**config.mk**
```make
export PLATFORM = sky130hd
export DESIGN_NAME = plane_table_classifier_flat
export DESIGN_NICKNAME = d
export VERILOG_FILES = /design/src/rtl/ptc_pkg.sv /design/src/rtl/ptc_point_if.sv /design/src/rtl/ptc_verdict_if.sv /design/src/rtl/ptc_cfg_if.sv /design/src/rtl/ptc_sqrt.sv /design/src/rtl/ptc_dp.sv /design/src/rtl/ptc_ctrl.sv /design/src/rtl/plane_table_classifier.sv /design/src/flat_wrapper.sv
export SDC_FILE = /design/constraint.sdc
export NUM_CORES = 2
export LEC_CHECK = 0
export BUFFER_PORTS_ARGS = -buffer_cell sky130_fd_sc_hd__buf_2
export CORE_MARGIN = 2
export CORE_UTILIZATION = 55
export CTS_CLUSTER_DIAMETER = 40
export DETAILED_ROUTE_END_ITERATION = 8
export GPL_TIMING_DRIVEN = 0
export PLACE_DENSITY_LB_ADDON = 0.15
export SYNTH_ARGS = -nofsm -noshare
export SYNTH_HDL_FRONTEND = slang
export SYNTH_HIERARCHICAL = 1
export SYNTH_SLANG_ARGS = --single-unit
```
**constraint.sdc**
```tcl
create_clock -name clk -period 16.6 [get_ports clk]
set_input_delay 0.83 -clock clk [delete_from_list [all_inputs] [get_ports clk]]
set_output_delay 0.83 -clock clk [all_outputs]
set_load 0.02 [all_outputs]
```
**src/rtl/ptc_pkg.sv**
```systemverilog
// ----------------------------------------------------------------------------
// ptc_pkg
// Shared constants, register indexes, reason codes and control types for the
// plane table classifier.
// ----------------------------------------------------------------------------
`default_nettype none

package ptc_pkg;

    // field widths of the channels
    localparam int XY_W       = 13;
    localparam int ATTR_W     = 16;
    localparam int REASON_W   = 3;
    localparam int OUT_AREA_W = 32;
    localparam int CFG_IDX_W  = 3;
    localparam int CFG_DATA_W = 32;

    // coordinate and area sizing
    localparam int COORD_BITS = 13;
    localparam int AREA_BITS  = 32;

    // side lengths: sqrt of dx^2 + dy^2 with |dx|, |dy| < 2^COORD_BITS
    localparam int SIDE_W = COORD_BITS + 1;
    localparam int DIST_W = 2 * COORD_BITS + 1;
    // signed Heron terms; perimeter needs SIDE_W + 2 magnitude bits
    localparam int TERM_W = SIDE_W + 3;
    localparam int MAG_W  = TERM_W - 1;

    // shared multiplier and root unit
    localparam int MUL_W       = 32;
    localparam int PROD_W      = 2 * MUL_W;
    localparam int SQ_W        = 62;
    localparam int SQ_ROOT_W   = SQ_W / 2;
    localparam int SQ_REM_W    = SQ_ROOT_W + 2;
    localparam int SQ_CNT_W    = 5;
    localparam int SIDE_ITERS  = SIDE_W;
    localparam int HERON_ITERS = SQ_ROOT_W;
    localparam int SIDE_SHIFT  = SQ_W - 2 * SIDE_ITERS;
    localparam int TRI_W       = SQ_ROOT_W - 2;

    // area accumulator, one bit of headroom over the widest addend
    localparam int ACC_W = ((AREA_BITS > TRI_W) ? AREA_BITS : TRI_W) + 1;
    localparam logic [AREA_BITS-1:0] AREA_MAX = '1;

    // extent ratio compare widths
    localparam int RATIO_W = 25;

    // configuration register indexes
    localparam logic [CFG_IDX_W-1:0] REG_MIN_NORMAL_Z  = 3'd0;
    localparam logic [CFG_IDX_W-1:0] REG_CAMERA_OFFSET = 3'd1;
    localparam logic [CFG_IDX_W-1:0] REG_MIN_HEIGHT    = 3'd2;
    localparam logic [CFG_IDX_W-1:0] REG_MAX_HEIGHT    = 3'd3;
    localparam logic [CFG_IDX_W-1:0] REG_MIN_AREA      = 3'd4;
    localparam logic [CFG_IDX_W-1:0] REG_MIN_RATIO     = 3'd5;

    // reject reasons
    localparam logic [REASON_W-1:0] REASON_NONE   = 3'd0;
    localparam logic [REASON_W-1:0] REASON_TILT   = 3'd1;
    localparam logic [REASON_W-1:0] REASON_HEIGHT = 3'd2;
    localparam logic [REASON_W-1:0] REASON_AREA   = 3'd3;
    localparam logic [REASON_W-1:0] REASON_RATIO  = 3'd4;

    // fan triangle sides
    localparam logic [1:0] SIDE_A = 2'd0;   // anchor to previous
    localparam logic [1:0] SIDE_B = 2'd1;   // anchor to current
    localparam logic [1:0] SIDE_C = 2'd2;   // previous to current

    // controller to datapath
    typedef struct packed {
        logic       take;
        logic [1:0] side;
        logic       sq_x;
        logic       sq_y;
        logic       side_root;
        logic       side_save;
        logic       terms;
        logic       prod1;
        logic       prod2;
        logic       prod3;
        logic       heron_root;
        logic       accum;
        logic       advance;
        logic       verdict;
    } cmd_t;

    // datapath to controller
    typedef struct packed {
        logic new_plane;
        logic need_tri;
        logic last;
        logic sq_done;
        logic out_free;
    } status_t;

endpackage

`default_nettype wire

```
**src/rtl/ptc_point_if.sv**
```systemverilog
// ----------------------------------------------------------------------------
// ptc_point_if
// Hull point channel with plane attributes.
// ----------------------------------------------------------------------------
`default_nettype none

interface ptc_point_if;
    import ptc_pkg::*;

    logic                     valid;
    logic                     ready;
    logic signed [XY_W-1:0]   point_x;
    logic signed [XY_W-1:0]   point_y;
    logic                     first_point;
    logic                     last_point;
    logic signed [ATTR_W-1:0] normal_z;
    logic signed [ATTR_W-1:0] centre_z;
    logic [ATTR_W-1:0]        extent_one;
    logic [ATTR_W-1:0]        extent_two;

    modport source (
        output valid, point_x, point_y, first_point, last_point,
               normal_z, centre_z, extent_one, extent_two,
        input  ready
    );
    modport sink (
        input  valid, point_x, point_y, first_point, last_point,
               normal_z, centre_z, extent_one, extent_two,
        output ready
    );
endinterface

`default_nettype wire

```
**src/rtl/ptc_verdict_if.sv**
```systemverilog
// ----------------------------------------------------------------------------
// ptc_verdict_if
// Verdict channel: accept flag, reason and hull area.
// ----------------------------------------------------------------------------
`default_nettype none

interface ptc_verdict_if;
    import ptc_pkg::*;

    logic                  valid;
    logic                  ready;
    logic                  accepted;
    logic [REASON_W-1:0]   reject_reason;
    logic [OUT_AREA_W-1:0] plane_area;

    modport source (
        output valid, accepted, reject_reason, plane_area,
        input  ready
    );
    modport sink (
        input  valid, accepted, reject_reason, plane_area,
        output ready
    );
endinterface

`default_nettype wire

```
**src/rtl/ptc_cfg_if.sv**
```systemverilog
// ----------------------------------------------------------------------------
// ptc_cfg_if
// Register write channel.
// ----------------------------------------------------------------------------
`default_nettype none

interface ptc_cfg_if;
    import ptc_pkg::*;

    logic                  valid;
    logic                  ready;
    logic [CFG_IDX_W-1:0]  reg_index;
    logic [CFG_DATA_W-1:0] write_data;

    modport source (
        output valid, reg_index, write_data,
        input  ready
    );
    modport sink (
        input  valid, reg_index, write_data,
        output ready
    );
endinterface

`default_nettype wire

```
**src/rtl/ptc_sqrt.sv**
```systemverilog
// ----------------------------------------------------------------------------
// ptc_sqrt
// Iterative floor square root, one result bit per cycle. The radicand is
// left aligned; iters sets how many result bits are produced.
// ----------------------------------------------------------------------------
`default_nettype none

module ptc_sqrt
    import ptc_pkg::*;
(
    input  wire logic                 clk,
    input  wire logic                 rst_n,
    input  wire logic                 start,
    input  wire logic [SQ_W-1:0]      rad,
    input  wire logic [SQ_CNT_W-1:0]  iters,
    output logic                      done,
    output logic [SQ_ROOT_W-1:0]      root
);

    logic                 busy_reg;
    logic                 done_reg;
    logic [SQ_CNT_W-1:0]  cnt_reg;
    logic [SQ_W-1:0]      rad_reg;
    logic [SQ_REM_W-1:0]  rem_reg;
    logic [SQ_ROOT_W-1:0] root_reg;

    logic [SQ_REM_W+1:0]  rem_sh;
    logic [SQ_REM_W+1:0]  trial;
    logic [SQ_REM_W+1:0]  diff;
    logic                 fits;

    // one restoring step
    always_comb
    begin
        rem_sh = {rem_reg, rad_reg[SQ_W-1 -: 2]};
        trial  = (SQ_REM_W+2)'({root_reg, 2'b01});
        fits   = rem_sh >= trial;
        diff   = rem_sh - trial;
    end

    // control
    always_ff @(posedge clk or negedge rst_n)
    begin
        if (!rst_n)
        begin
            busy_reg <= 1'b0;
            done_reg <= 1'b0;
            cnt_reg  <= '0;
        end
        else if (start)
        begin
            busy_reg <= 1'b1;
            done_reg <= 1'b0;
            cnt_reg  <= iters;
        end
        else if (busy_reg)
        begin
            cnt_reg  <= cnt_reg - 1'b1;
            busy_reg <= cnt_reg != SQ_CNT_W'(1);
            done_reg <= cnt_reg == SQ_CNT_W'(1);
        end
        else
        begin
            done_reg <= 1'b0;
        end
    end

    // remainder and root
    always_ff @(posedge clk)
    begin
        if (start)
        begin
            rad_reg  <= rad;
            rem_reg  <= '0;
            root_reg <= '0;
        end
        else if (busy_reg)
        begin
            rad_reg <= rad_reg << 2;
            if (fits)
            begin
                rem_reg  <= diff[SQ_REM_W-1:0];
                root_reg <= {root_reg[SQ_ROOT_W-2:0], 1'b1};
            end
            else
            begin
                rem_reg  <= rem_sh[SQ_REM_W-1:0];
                root_reg <= {root_reg[SQ_ROOT_W-2:0], 1'b0};
            end
        end
    end

    assign done = done_reg;
    assign root = root_reg;

endmodule

`default_nettype wire

```
**src/rtl/ptc_dp.sv**
```systemverilog
// ----------------------------------------------------------------------------
// ptc_dp
// Datapath: point and plane registers, configuration registers, shared
// multiplier, root unit, area accumulator and verdict register.
// ----------------------------------------------------------------------------
`default_nettype none

module ptc_dp
    import ptc_pkg::*;
(
    input  wire logic                     clk,
    input  wire logic                     rst_n,
    input  wire cmd_t                     cmd,
    input  wire logic signed [XY_W-1:0]   point_x,
    input  wire logic signed [XY_W-1:0]   point_y,
    input  wire logic                     first_point,
    input  wire logic                     last_point,
    input  wire logic signed [ATTR_W-1:0] normal_z,
    input  wire logic signed [ATTR_W-1:0] centre_z,
    input  wire logic [ATTR_W-1:0]        extent_one,
    input  wire logic [ATTR_W-1:0]        extent_two,
    input  wire logic                     cfg_we,
    input  wire logic [CFG_IDX_W-1:0]     cfg_index,
    input  wire logic [CFG_DATA_W-1:0]    cfg_data,
    input  wire logic                     out_ready,
    output status_t                       status,
    output logic                          out_valid,
    output logic                          accepted,
    output logic [REASON_W-1:0]           reject_reason,
    output logic [OUT_AREA_W-1:0]         plane_area
);

    // configuration
    logic [14:0]            min_normal_z_reg;
    logic signed [13:0]     camera_offset_reg;
    logic signed [15:0]     min_height_reg;
    logic signed [15:0]     max_height_reg;
    logic [31:0]            min_area_reg;
    logic [8:0]             min_ratio_reg;

    // plane state
    logic signed [COORD_BITS-1:0] anchor_x_reg, anchor_y_reg;
    logic signed [COORD_BITS-1:0] prev_x_reg, prev_y_reg;
    logic signed [COORD_BITS-1:0] cur_x_reg, cur_y_reg;
    logic [1:0]                   points_reg;
    logic [AREA_BITS-1:0]         area_reg;
    logic signed [ATTR_W-1:0]     held_nz_reg, held_cz_reg;
    logic [ATTR_W-1:0]            held_e1_reg, held_e2_reg;
    logic                         new_reg, need_reg, last_reg;

    // triangle work registers
    logic [SIDE_W-1:0]  side_a_reg, side_b_reg, side_c_reg;
    logic [PROD_W-1:0]  mul_reg;
    logic [MUL_W-1:0]   hold_reg;
    logic [MAG_W-1:0]   s_reg, m1_reg, m2_reg, m3_reg;
    logic               zero_reg, neg_reg;

    // verdict register
    logic                  out_valid_reg;
    logic                  acc_out_reg;
    logic [REASON_W-1:0]   reason_out_reg;
    logic [OUT_AREA_W-1:0] area_out_reg;

    logic signed [COORD_BITS-1:0] px, py, x0, y0, x1, y1;
    logic signed [COORD_BITS:0]   dx, dy;
    logic [COORD_BITS-1:0]        adx, ady;
    logic                         new_plane;
    logic [MUL_W-1:0]             mul_a, mul_b;
    logic [PROD_W-1:0]            product;
    logic [DIST_W-1:0]            dist_sq;
    logic                         sq_start;
    logic [SQ_W-1:0]              sq_rad;
    logic [SQ_CNT_W-1:0]          sq_iters;
    logic                         sq_done;
    logic [SQ_ROOT_W-1:0]         sq_root;
    logic signed [TERM_W-1:0]     ea, eb, ec, ts, t1, t2, t3, a1, a2, a3;
    logic [ACC_W-1:0]             area_sum;
    logic [16:0]                  abs_nz;
    logic signed [16:0]           nz_wide, height;
    logic [ATTR_W-1:0]            ext_min, ext_max;
    logic [RATIO_W-1:0]           ratio_lhs, ratio_rhs;
    logic [REASON_W-1:0]          reason;

    assign px        = point_x[COORD_BITS-1:0];
    assign py        = point_y[COORD_BITS-1:0];
    assign new_plane = first_point || (points_reg == 2'd0);

    // endpoints of the side being measured
    always_comb
    begin
        unique case (cmd.side)
            SIDE_A:
            begin
                x0 = anchor_x_reg; y0 = anchor_y_reg; x1 = prev_x_reg; y1 = prev_y_reg;
            end
            SIDE_B:
            begin
                x0 = anchor_x_reg; y0 = anchor_y_reg; x1 = cur_x_reg; y1 = cur_y_reg;
            end
            SIDE_C:
            begin
                x0 = prev_x_reg; y0 = prev_y_reg; x1 = cur_x_reg; y1 = cur_y_reg;
            end
            default:
            begin
                x0 = prev_x_reg; y0 = prev_y_reg; x1 = cur_x_reg; y1 = cur_y_reg;
            end
        endcase
        dx  = (COORD_BITS+1)'(x1) - (COORD_BITS+1)'(x0);
        dy  = (COORD_BITS+1)'(y1) - (COORD_BITS+1)'(y0);
        adx = dx[COORD_BITS] ? COORD_BITS'(-dx) : dx[COORD_BITS-1:0];
        ady = dy[COORD_BITS] ? COORD_BITS'(-dy) : dy[COORD_BITS-1:0];
    end

    // shared multiplier operand select
    always_comb
    begin
        mul_a = '0;
        mul_b = '0;
        if (cmd.sq_x)
        begin
            mul_a = MUL_W'(adx);
            mul_b = MUL_W'(adx);
        end
        else if (cmd.sq_y)
        begin
            mul_a = MUL_W'(ady);
            mul_b = MUL_W'(ady);
        end
        else if (cmd.prod1)
        begin
            mul_a = MUL_W'(s_reg);
            mul_b = MUL_W'(m1_reg);
        end
        else if (cmd.prod2)
        begin
            mul_a = MUL_W'(m2_reg);
            mul_b = MUL_W'(m3_reg);
        end
        else if (cmd.prod3)
        begin
            mul_a = hold_reg;
            mul_b = mul_reg[MUL_W-1:0];
        end
    end

    assign product = PROD_W'(mul_a) * PROD_W'(mul_b);

    // root unit operands
    assign dist_sq  = DIST_W'(hold_reg) + DIST_W'(mul_reg);
    assign sq_start = cmd.side_root || cmd.heron_root;
    assign sq_rad   = cmd.side_root ? (SQ_W'(dist_sq) << SIDE_SHIFT)
                    : ((zero_reg || neg_reg) ? '0 : mul_reg[SQ_W-1:0]);
    assign sq_iters = cmd.side_root ? SQ_CNT_W'(SIDE_ITERS) : SQ_CNT_W'(HERON_ITERS);

    ptc_sqrt u_sqrt (
        .clk   (clk),
        .rst_n (rst_n),
        .start (sq_start),
        .rad   (sq_rad),
        .iters (sq_iters),
        .done  (sq_done),
        .root  (sq_root)
    );

    // Heron terms from the three sides
    always_comb
    begin
        ea = signed'(TERM_W'(side_a_reg));
        eb = signed'(TERM_W'(side_b_reg));
        ec = signed'(TERM_W'(side_c_reg));
        ts = ea + eb + ec;
        t1 = eb + ec - ea;
        t2 = ea + ec - eb;
        t3 = ea + eb - ec;
        a1 = t1[TERM_W-1] ? -t1 : t1;
        a2 = t2[TERM_W-1] ? -t2 : t2;
        a3 = t3[TERM_W-1] ? -t3 : t3;
    end

    // saturating accumulate of the triangle area
    always_comb
    begin
        area_sum = ACC_W'(area_reg) + ACC_W'(sq_root[SQ_ROOT_W-1:2]);
    end

    // verdict tests, first failing test wins
    always_comb
    begin
        nz_wide   = 17'(held_nz_reg);
        abs_nz    = nz_wide[16] ? 17'(-nz_wide) : 17'(nz_wide);
        height    = 17'(camera_offset_reg) + 17'(held_cz_reg);
        ext_min   = (held_e1_reg > held_e2_reg) ? held_e2_reg : held_e1_reg;
        ext_max   = (held_e1_reg > held_e2_reg) ? held_e1_reg : held_e2_reg;
        ratio_lhs = RATIO_W'({ext_min, 8'h00});
        ratio_rhs = RATIO_W'(min_ratio_reg) * RATIO_W'(ext_max);
        if (abs_nz < 17'(min_normal_z_reg))
            reason = REASON_TILT;
        else if (height < 17'(min_height_reg) || height > 17'(max_height_reg))
            reason = REASON_HEIGHT;
        else if (ACC_W'(area_reg) < ACC_W'(min_area_reg))
            reason = REASON_AREA;
        else if (ext_max == '0 || ratio_lhs < ratio_rhs)
            reason = REASON_RATIO;
        else
            reason = REASON_NONE;
    end

    // configuration writes
    always_ff @(posedge clk or negedge rst_n)
    begin
        if (!rst_n)
        begin
            min_normal_z_reg  <= 15'd31164;
            camera_offset_reg <= '0;
            min_height_reg    <= 16'sd563;
            max_height_reg    <= 16'sd1126;
            min_area_reg      <= 32'd314573;
            min_ratio_reg     <= 9'd64;
        end
        else if (cfg_we)
        begin
            unique case (cfg_index)
                REG_MIN_NORMAL_Z:  min_normal_z_reg  <= cfg_data[14:0];
                REG_CAMERA_OFFSET: camera_offset_reg <= cfg_data[13:0];
                REG_MIN_HEIGHT:    min_height_reg    <= cfg_data[15:0];
                REG_MAX_HEIGHT:    max_height_reg    <= cfg_data[15:0];
                REG_MIN_AREA:      min_area_reg      <= cfg_data[31:0];
                REG_MIN_RATIO:     min_ratio_reg     <= cfg_data[8:0];
                default:           ;
            endcase
        end
    end

    // plane control state and output handshake
    always_ff @(posedge clk or negedge rst_n)
    begin
        if (!rst_n)
        begin
            points_reg    <= '0;
            area_reg      <= '0;
            new_reg       <= 1'b0;
            need_reg      <= 1'b0;
            last_reg      <= 1'b0;
            out_valid_reg <= 1'b0;
        end
        else
        begin
            if (cmd.take)
            begin
                new_reg  <= new_plane;
                need_reg <= !new_plane && (points_reg >= 2'd2);
                last_reg <= last_point;
                if (new_plane)
                begin
                    points_reg <= 2'd1;
                    area_reg   <= '0;
                end
            end
            if (cmd.accum)
                area_reg <= (area_sum > ACC_W'(AREA_MAX)) ? AREA_MAX
                                                          : area_sum[AREA_BITS-1:0];
            if (cmd.advance && points_reg != 2'd3)
                points_reg <= points_reg + 2'd1;
            if (cmd.verdict)
            begin
                points_reg    <= '0;
                out_valid_reg <= 1'b1;
            end
            else if (out_ready)
            begin
                out_valid_reg <= 1'b0;
            end
        end
    end

    // payload registers
    always_ff @(posedge clk)
    begin
        if (cmd.take)
        begin
            cur_x_reg <= px;
            cur_y_reg <= py;
            if (new_plane)
            begin
                anchor_x_reg <= px;
                anchor_y_reg <= py;
                prev_x_reg   <= px;
                prev_y_reg   <= py;
                held_nz_reg  <= normal_z;
                held_cz_reg  <= centre_z;
                held_e1_reg  <= extent_one;
                held_e2_reg  <= extent_two;
            end
        end
        if (cmd.advance)
        begin
            prev_x_reg <= cur_x_reg;
            prev_y_reg <= cur_y_reg;
        end
        if (cmd.sq_x || cmd.sq_y || cmd.prod1 || cmd.prod2 || cmd.prod3)
            mul_reg <= product;
        if (cmd.sq_y || cmd.prod2)
            hold_reg <= mul_reg[MUL_W-1:0];
        if (cmd.side_save)
        begin
            case (cmd.side)
                SIDE_A:  side_a_reg <= sq_root[SIDE_W-1:0];
                SIDE_B:  side_b_reg <= sq_root[SIDE_W-1:0];
                default: side_c_reg <= sq_root[SIDE_W-1:0];
            endcase
        end
        if (cmd.terms)
        begin
            s_reg    <= ts[MAG_W-1:0];
            m1_reg   <= a1[MAG_W-1:0];
            m2_reg   <= a2[MAG_W-1:0];
            m3_reg   <= a3[MAG_W-1:0];
            zero_reg <= (t1 == '0) || (t2 == '0) || (t3 == '0);
            neg_reg  <= t1[TERM_W-1] ^ t2[TERM_W-1] ^ t3[TERM_W-1];
        end
        if (cmd.verdict)
        begin
            acc_out_reg    <= reason == REASON_NONE;
            reason_out_reg <= reason;
            area_out_reg   <= OUT_AREA_W'(area_reg);
        end
    end

    // status to the controller
    always_comb
    begin
        status.new_plane = new_reg;
        status.need_tri  = need_reg;
        status.last      = last_reg;
        status.sq_done   = sq_done;
        status.out_free  = !out_valid_reg || out_ready;
    end

    assign out_valid     = out_valid_reg;
    assign accepted      = acc_out_reg;
    assign reject_reason = reason_out_reg;
    assign plane_area    = area_out_reg;

endmodule

`default_nettype wire

```
**src/rtl/ptc_ctrl.sv**
```systemverilog
// ----------------------------------------------------------------------------
// ptc_ctrl
// Controller: sequences the three side roots, the Heron product and the area
// root for each point that closes a triangle, and the verdict for each point that ends a plane.
// ----------------------------------------------------------------------------
`default_nettype none

module ptc_ctrl
    import ptc_pkg::*;
(
    input  wire logic    clk,
    input  wire logic    rst_n,
    input  wire logic    in_valid,
    input  wire status_t status,
    output logic         in_ready,
    output cmd_t         cmd
);

    localparam logic [3:0] ST_IDLE      = 4'd0;
    localparam logic [3:0] ST_DISPATCH  = 4'd1;
    localparam logic [3:0] ST_SIDE_X    = 4'd2;
    localparam logic [3:0] ST_SIDE_Y    = 4'd3;
    localparam logic [3:0] ST_SIDE_ROOT = 4'd4;
    localparam logic [3:0] ST_SIDE_WAIT = 4'd5;
    localparam logic [3:0] ST_TERMS     = 4'd6;
    localparam logic [3:0] ST_PROD1     = 4'd7;
    localparam logic [3:0] ST_PROD2     = 4'd8;
    localparam logic [3:0] ST_PROD3     = 4'd9;
    localparam logic [3:0] ST_HROOT     = 4'd10;
    localparam logic [3:0] ST_HWAIT     = 4'd11;
    localparam logic [3:0] ST_ADVANCE   = 4'd12;
    localparam logic [3:0] ST_VERDICT   = 4'd13;

    logic [3:0] state_reg, state_next;
    logic [1:0] side_reg, side_next;

    // next state and commands
    always_comb
    begin
        state_next = state_reg;
        side_next  = side_reg;
        cmd        = '0;
        cmd.side   = side_reg;
        in_ready   = 1'b0;
        unique case (state_reg)
            ST_IDLE:
            begin
                in_ready = 1'b1;
                if (in_valid)
                begin
                    cmd.take   = 1'b1;
                    state_next = ST_DISPATCH;
                end
            end
            ST_DISPATCH:
            begin
                side_next = SIDE_A;
                if (status.new_plane)
                    state_next = status.last ? ST_VERDICT : ST_IDLE;
                else if (status.need_tri)
                    state_next = ST_SIDE_X;
                else
                    state_next = ST_ADVANCE;
            end
            ST_SIDE_X:
            begin
                cmd.sq_x   = 1'b1;
                state_next = ST_SIDE_Y;
            end
            ST_SIDE_Y:
            begin
                cmd.sq_y   = 1'b1;
                state_next = ST_SIDE_ROOT;
            end
            ST_SIDE_ROOT:
            begin
                cmd.side_root = 1'b1;
                state_next    = ST_SIDE_WAIT;
            end
            ST_SIDE_WAIT:
            begin
                if (status.sq_done)
                begin
                    cmd.side_save = 1'b1;
                    if (side_reg == SIDE_C)
                    begin
                        state_next = ST_TERMS;
                    end
                    else
                    begin
                        side_next  = side_reg + 2'd1;
                        state_next = ST_SIDE_X;
                    end
                end
            end
            ST_TERMS:
            begin
                cmd.terms  = 1'b1;
                state_next = ST_PROD1;
            end
            ST_PROD1:
            begin
                cmd.prod1  = 1'b1;
                state_next = ST_PROD2;
            end
            ST_PROD2:
            begin
                cmd.prod2  = 1'b1;
                state_next = ST_PROD3;
            end
            ST_PROD3:
            begin
                cmd.prod3  = 1'b1;
                state_next = ST_HROOT;
            end
            ST_HROOT:
            begin
                cmd.heron_root = 1'b1;
                state_next     = ST_HWAIT;
            end
            ST_HWAIT:
            begin
                if (status.sq_done)
                begin
                    cmd.accum  = 1'b1;
                    state_next = ST_ADVANCE;
                end
            end
            ST_ADVANCE:
            begin
                cmd.advance = 1'b1;
                state_next  = status.last ? ST_VERDICT : ST_IDLE;
            end
            ST_VERDICT:
            begin
                if (status.out_free)
                begin
                    cmd.verdict = 1'b1;
                    state_next  = ST_IDLE;
                end
            end
            default:
            begin
                state_next = ST_IDLE;
            end
        endcase
    end

    // state registers
    always_ff @(posedge clk or negedge rst_n)
    begin
        if (!rst_n)
        begin
            state_reg <= ST_IDLE;
            side_reg  <= SIDE_A;
        end
        else
        begin
            state_reg <= state_next;
            side_reg  <= side_next;
        end
    end

endmodule

`default_nettype wire

```
**src/rtl/plane_table_classifier.sv**
```systemverilog
// A first or second point only updates the plane state; a later point also has
// three side roots, three products and an area root on the one shared root
// unit, and a point that closes the plane ends with the verdict. A new point is
// taken only once the last one is through; the verdict register lets the next
// point enter while a verdict waits. Reset clears all control state and
// loads the register defaults; no clearing pass.
// ----------------------------------------------------------------------------
// plane_table_classifier
// Sums the triangle fan Heron area of a plane hull and decides whether the
// plane is a table by tilt, height, area and extent ratio.
// ----------------------------------------------------------------------------
`default_nettype none

module plane_table_classifier
    import ptc_pkg::*;
(
    input  wire logic      clk,
    input  wire logic      rst_n,
    ptc_point_if.sink      point,
    ptc_verdict_if.source  verdict,
    ptc_cfg_if.sink        cfg
);

    cmd_t    cmd;
    status_t status;
    logic    in_ready;

    assign point.ready = in_ready;
    assign cfg.ready   = 1'b1;

    // controller
    ptc_ctrl u_ctrl (
        .clk      (clk),
        .rst_n    (rst_n),
        .in_valid (point.valid),
        .status   (status),
        .in_ready (in_ready),
        .cmd      (cmd)
    );

    // datapath
    ptc_dp u_dp (
        .clk           (clk),
        .rst_n         (rst_n),
        .cmd           (cmd),
        .point_x       (point.point_x),
        .point_y       (point.point_y),
        .first_point   (point.first_point),
        .last_point    (point.last_point),
        .normal_z      (point.normal_z),
        .centre_z      (point.centre_z),
        .extent_one    (point.extent_one),
        .extent_two    (point.extent_two),
        .cfg_we        (cfg.valid),
        .cfg_index     (cfg.reg_index),
        .cfg_data      (cfg.write_data),
        .out_ready     (verdict.ready),
        .status        (status),
        .out_valid     (verdict.valid),
        .accepted      (verdict.accepted),
        .reject_reason (verdict.reject_reason),
        .plane_area    (verdict.plane_area)
    );

    // a verdict is loaded only into a free output word
    a_verdict_free: assert property (@(posedge clk) disable iff (!rst_n)
        cmd.verdict |-> (!verdict.valid || verdict.ready))
        else $error("verdict overwrote a pending word");

    // a new word appears only after a verdict command
    a_valid_source: assert property (@(posedge clk) disable iff (!rst_n)
        $rose(verdict.valid) |-> $past(cmd.verdict))
        else $error("output valid without verdict");

    // one multiplier op at a time
    a_mul_single: assert property (@(posedge clk) disable iff (!rst_n)
        $onehot0({cmd.sq_x, cmd.sq_y, cmd.prod1, cmd.prod2, cmd.prod3}))
        else $error("multiplier claimed twice");

    // a point is taken only when the controller is ready
    a_take_ready: assert property (@(posedge clk) disable iff (!rst_n)
        cmd.take |-> (in_ready && point.valid))
        else $error("point taken without handshake");

endmodule

`default_nettype wire

```
**src/flat_wrapper.sv**
```systemverilog
// flat-port wrapper written by rule: the top's interface ports become plain ports
module plane_table_classifier_flat import ptc_pkg::*;
  (clk, rst_n, point_valid, point_point_x, point_point_y, point_first_point, point_last_point, point_normal_z, point_centre_z, point_extent_one, point_extent_two, point_ready, verdict_valid, verdict_accepted, verdict_reject_reason, verdict_plane_area, verdict_ready, cfg_valid, cfg_reg_index, cfg_write_data, cfg_ready);
  ptc_point_if point_i ();
  ptc_verdict_if verdict_i ();
  ptc_cfg_if cfg_i ();
  input  wire logic clk;
  input  wire logic rst_n;
  input wire logic [$bits(point_i.valid)-1:0] point_valid;
  input wire logic [$bits(point_i.point_x)-1:0] point_point_x;
  input wire logic [$bits(point_i.point_y)-1:0] point_point_y;
  input wire logic [$bits(point_i.first_point)-1:0] point_first_point;
  input wire logic [$bits(point_i.last_point)-1:0] point_last_point;
  input wire logic [$bits(point_i.normal_z)-1:0] point_normal_z;
  input wire logic [$bits(point_i.centre_z)-1:0] point_centre_z;
  input wire logic [$bits(point_i.extent_one)-1:0] point_extent_one;
  input wire logic [$bits(point_i.extent_two)-1:0] point_extent_two;
  output wire logic [$bits(point_i.ready)-1:0] point_ready;
  output wire logic [$bits(verdict_i.valid)-1:0] verdict_valid;
  output wire logic [$bits(verdict_i.accepted)-1:0] verdict_accepted;
  output wire logic [$bits(verdict_i.reject_reason)-1:0] verdict_reject_reason;
  output wire logic [$bits(verdict_i.plane_area)-1:0] verdict_plane_area;
  input wire logic [$bits(verdict_i.ready)-1:0] verdict_ready;
  input wire logic [$bits(cfg_i.valid)-1:0] cfg_valid;
  input wire logic [$bits(cfg_i.reg_index)-1:0] cfg_reg_index;
  input wire logic [$bits(cfg_i.write_data)-1:0] cfg_write_data;
  output wire logic [$bits(cfg_i.ready)-1:0] cfg_ready;
  assign point_i.valid = point_valid;
  assign point_i.point_x = point_point_x;
  assign point_i.point_y = point_point_y;
  assign point_i.first_point = point_first_point;
  assign point_i.last_point = point_last_point;
  assign point_i.normal_z = point_normal_z;
  assign point_i.centre_z = point_centre_z;
  assign point_i.extent_one = point_extent_one;
  assign point_i.extent_two = point_extent_two;
  assign point_ready = point_i.ready;
  assign verdict_valid = verdict_i.valid;
  assign verdict_accepted = verdict_i.accepted;
  assign verdict_reject_reason = verdict_i.reject_reason;
  assign verdict_plane_area = verdict_i.plane_area;
  assign verdict_i.ready = verdict_ready;
  assign cfg_i.valid = cfg_valid;
  assign cfg_i.reg_index = cfg_reg_index;
  assign cfg_i.write_data = cfg_write_data;
  assign cfg_ready = cfg_i.ready;
  plane_table_classifier u_core (.clk(clk), .rst_n(rst_n), .point(point_i), .verdict(verdict_i), .cfg(cfg_i));
endmodule
```
==> impl_metrics.py <==
metrics = {
    "timing": {
        "min_period_over_period_pct": 88.1,
        "fin_crit_ns": 14.62,
        "finalMaxSlewViolations": 7,
        "worstMarginPinSlew_ns": 1.53,
        "fin_setup_tns_ns": 0,
        "fmax_mhz": 68.4,
        "finClkSkew_ns": 0.0614,
        "relSlewSlack_pct": -2.72,
        "hold_slack_ns": 0.0900,
        "fin_ws_ns": 1.98,
        "hold_viol_final": 0,
        "grt_setup_unrepaired": "no",
        "finalSetupViolCount": 0,
    },
    "worst_setup_path": {
        "crit_required_ns": 17.03,
        "crit_path_end_kind": "flip-flop",
        "cp-start-kind": "flip-flop",
        "worst-setup-path-type": "reg2reg",
        "rrSetupSlack_ns": 1.98,
        "path_common_cell": "fa_1",
        "slowest_stage": "o31ai_1",
        "critPathMaxFanout": 10,
        "arrival_ns": 15.05,
        "cp_slowest_stage_delay_ns": 1.23,
        "critical_path.top_delay_family": "adder cells",
        "critPathBufInv": 7,
        "cp-startpoint": "u_core/u_ctrl/side_reg[1]",
        "r2r-start": "u_core/u_ctrl/side_reg[1]",
    },
    "power_and_ir_drop": {
        "powerDensity_nw_per_um2": 217,
        "p_leak_nw": 39.6,
        "vdd_drop_max_v": 0.000251,
    },
    "drt": {
        "first_pass_iters": 6,
        "first_iter_violations": 4960,
        "wl_per_cell_um": 22.8,
        "vias": 60130,
        "drt_wl_total_um": 237000,
        "drc": 0,
        "vias_per_cell": 5.79,
        "ant_nets": 0,
    },
    "clock_tree": {
        "root_buffer": "clkbuf_16",
        "htree_levels": 3,
        "cts_resized": 0,
        "post_cts_buffers": 0,
        "clk_latency_ns": 0.72,
        "clock_path_buffers": 3,
        "hold_buffers": 0,
        "cts_tree": "done",
        "clkTransAtPathRegs_ns": 0.06,
        "cts.sinks": 658,
        "numCtsBuffers": 99,
    },
    "global_routing": {
        "grt_util_all_layers_pct": 33.6,
        "antenna_found_initial": 2,
        "grt_pass1_wl_um": 365000,
        "grt_max_degree": 80,
        "grt_pass1_vias": 61537,
        "grt_overflow": 0,
    },
    "yosys": {
        "async_reset_ff_share_pct": 23.3,
        "synth_edf_count": 441,
        "synth.distinct_cells": 109,
        "syn_area_per_cell_um2": 9.52,
        "yosysWarnings": 6,
        "yosysSeqAreaShare_pct": 23.7,
        "synth-seq-cells": 658,
        "synth_flop_cell": "edfxtp_1",
        "syn_area_um2": 77400,
        "syn_inst": 8136,
    },
    "floorplanning": {
        "pin_count": 171,
        "initial_core_util_pct": 55.4,
        "chipWidth_um": 379,
        "core_um2": 140000,
        "num_rows": 137,
        "die_h_um": 379,
        "die-area_um2": 144000,
    },
    "cells_and_area": {
        "final_common_cell": "inv_1",
        "num-fill-cells": 12073,
        "area_growth_pct": 8.93,
        "fin_nets": 10208,
        "seqCellArea_um2": 18400,
        "drive_above_1_share_pct": 8.35,
        "final_cell_mix": "1381 x inv_1, 1050 x nand2_1, 1030 x fa_1",
        "multi_input_comb_area_um2": 52500,
    },
    "hold_path": {
        "hold_class": "in2async",
    },
    "run": {
        "drv_cap": 2,
    },
    "place": {
        "place_ws_ns": 2.33,
        "gp_congestion": 1.03,
        "dp_hpwl_um": 195000,
        "numPortBuffers": 168,
    },
    "status": {
        "violations": "max-capacitance violations, max-slew violations",
        "status": "finished with violations",
    },
}
cells by family after synthesis:
group | after synthesis | synth area share [%]
AOI/OAI and AO/OA | 1203 | 10.3
xor gates and xnor gates | 305 | 3.45
adders and majority gates | 1660 | 36.8
buffers and inverters | 1739 | 8.57
DFF | 658 | 23.7
muxes | 242 | 3.41
other | 3 | 0.0145
and+or+nand+nor | 2326 | 13.7
routing by layer:
| layer | vias to the layer above | part of all wire (%) | GRT usage, % |
|---|---|---|---|
| met1 | 29871 | 39 | 42.3 |
| met2 | 2608 | 46 | 54.6 |
| met5 | - | 0 | 0 |
| met3 | 580 | 8.7 | 7.26 |
| met4 | 0 | 5.7 | 17.0 |
| li1 | 27071 | - | - |
stage by stage:
| stage | utilization, % | total power [mW] | std cells | instance area, µm² |
|---|---|---|---|---|
| floorplan | - | 11.5 | 8140 | 77500 |
| global placement | 57.7 | 15.6 | 10184 | 80600 |
| detailed placement | 57.9 | 15.7 | 10190 | 80800 |
| CTS | 60.4 | 18.1 | 10378 | 84300 |
| global route | 60.4 | 19.7 | 10380 | 84300 |
| finish | 60.4 | 18.3 | 10385 | 84400 |
report_power, final:
part / internal, mW / switching (mW)
Combinational: 4.80 / 8.40
Sequential: 2.49 / 0.478
Clock: 1.29 / 0.889
worst register-to-register path, delay by kind of cell (launching register included):
kind	cells	cell delay [ns]
and+or+nand+nor	8	2.28
adders and majority gates	11	5.14
muxes	1	0.17
xor gates and xnor gates	1	0.21
AOI/OAI and AO/OA	12	4.42
DFF	1	0.42
buffers and inverters	7	1.75
area by class of cell:
class	count	area share (%)
Sequential cell	658	21.8
Inverter	1383	6.16
Clock buffer	109	3.09
Multi-Input combinational cell	5743	62.2
Timing Repair Buffer	175	1.16
Clock inverter	79	1.06
Tap cell	1876	2.78
Antenna cell	6	0.0178
Buffer	356	1.72
Yosys cell counts (107+ instances only):
cell | n | area [µm²]
ha_1 | 630 | 7880
nor3_1 | 107 | 536
a21o_1 | 164 | 1230
nand2_1 | 1050 | 3940
clkbuf_1 | 273 | 1020
xnor2_1 | 195 | 1710
and3_1 | 114 | 713
a21oi_1 | 292 | 1460
xor2_1 | 110 | 963
edfxtp_1 | 441 | 13200
and2_1 | 153 | 957
o21ai_0 | 253 | 1270
inv_1 | 1382 | 5190
mux2_2 | 177 | 1990
dfrtp_1 | 122 | 3050
fa_1 | 1030 | 20600
nor2_1 | 501 | 1880
path summary, 6_finish.rpt:
kind	to	depth (start not counted)
max	u_core/u_dp/mul_reg[55]	40
min	u_core/u_dp/min_area_reg[31]	1
max reg2reg	u_core/u_dp/mul_reg[55]	40
min reg2reg	u_core/u_dp/hold_reg[30]	0
max in group asynchronous	u_core/u_ctrl/state_reg[0]	2
min in group clk	u_core/u_dp/held_cz_reg[13]	1
(Power assumes the default switching activity.)
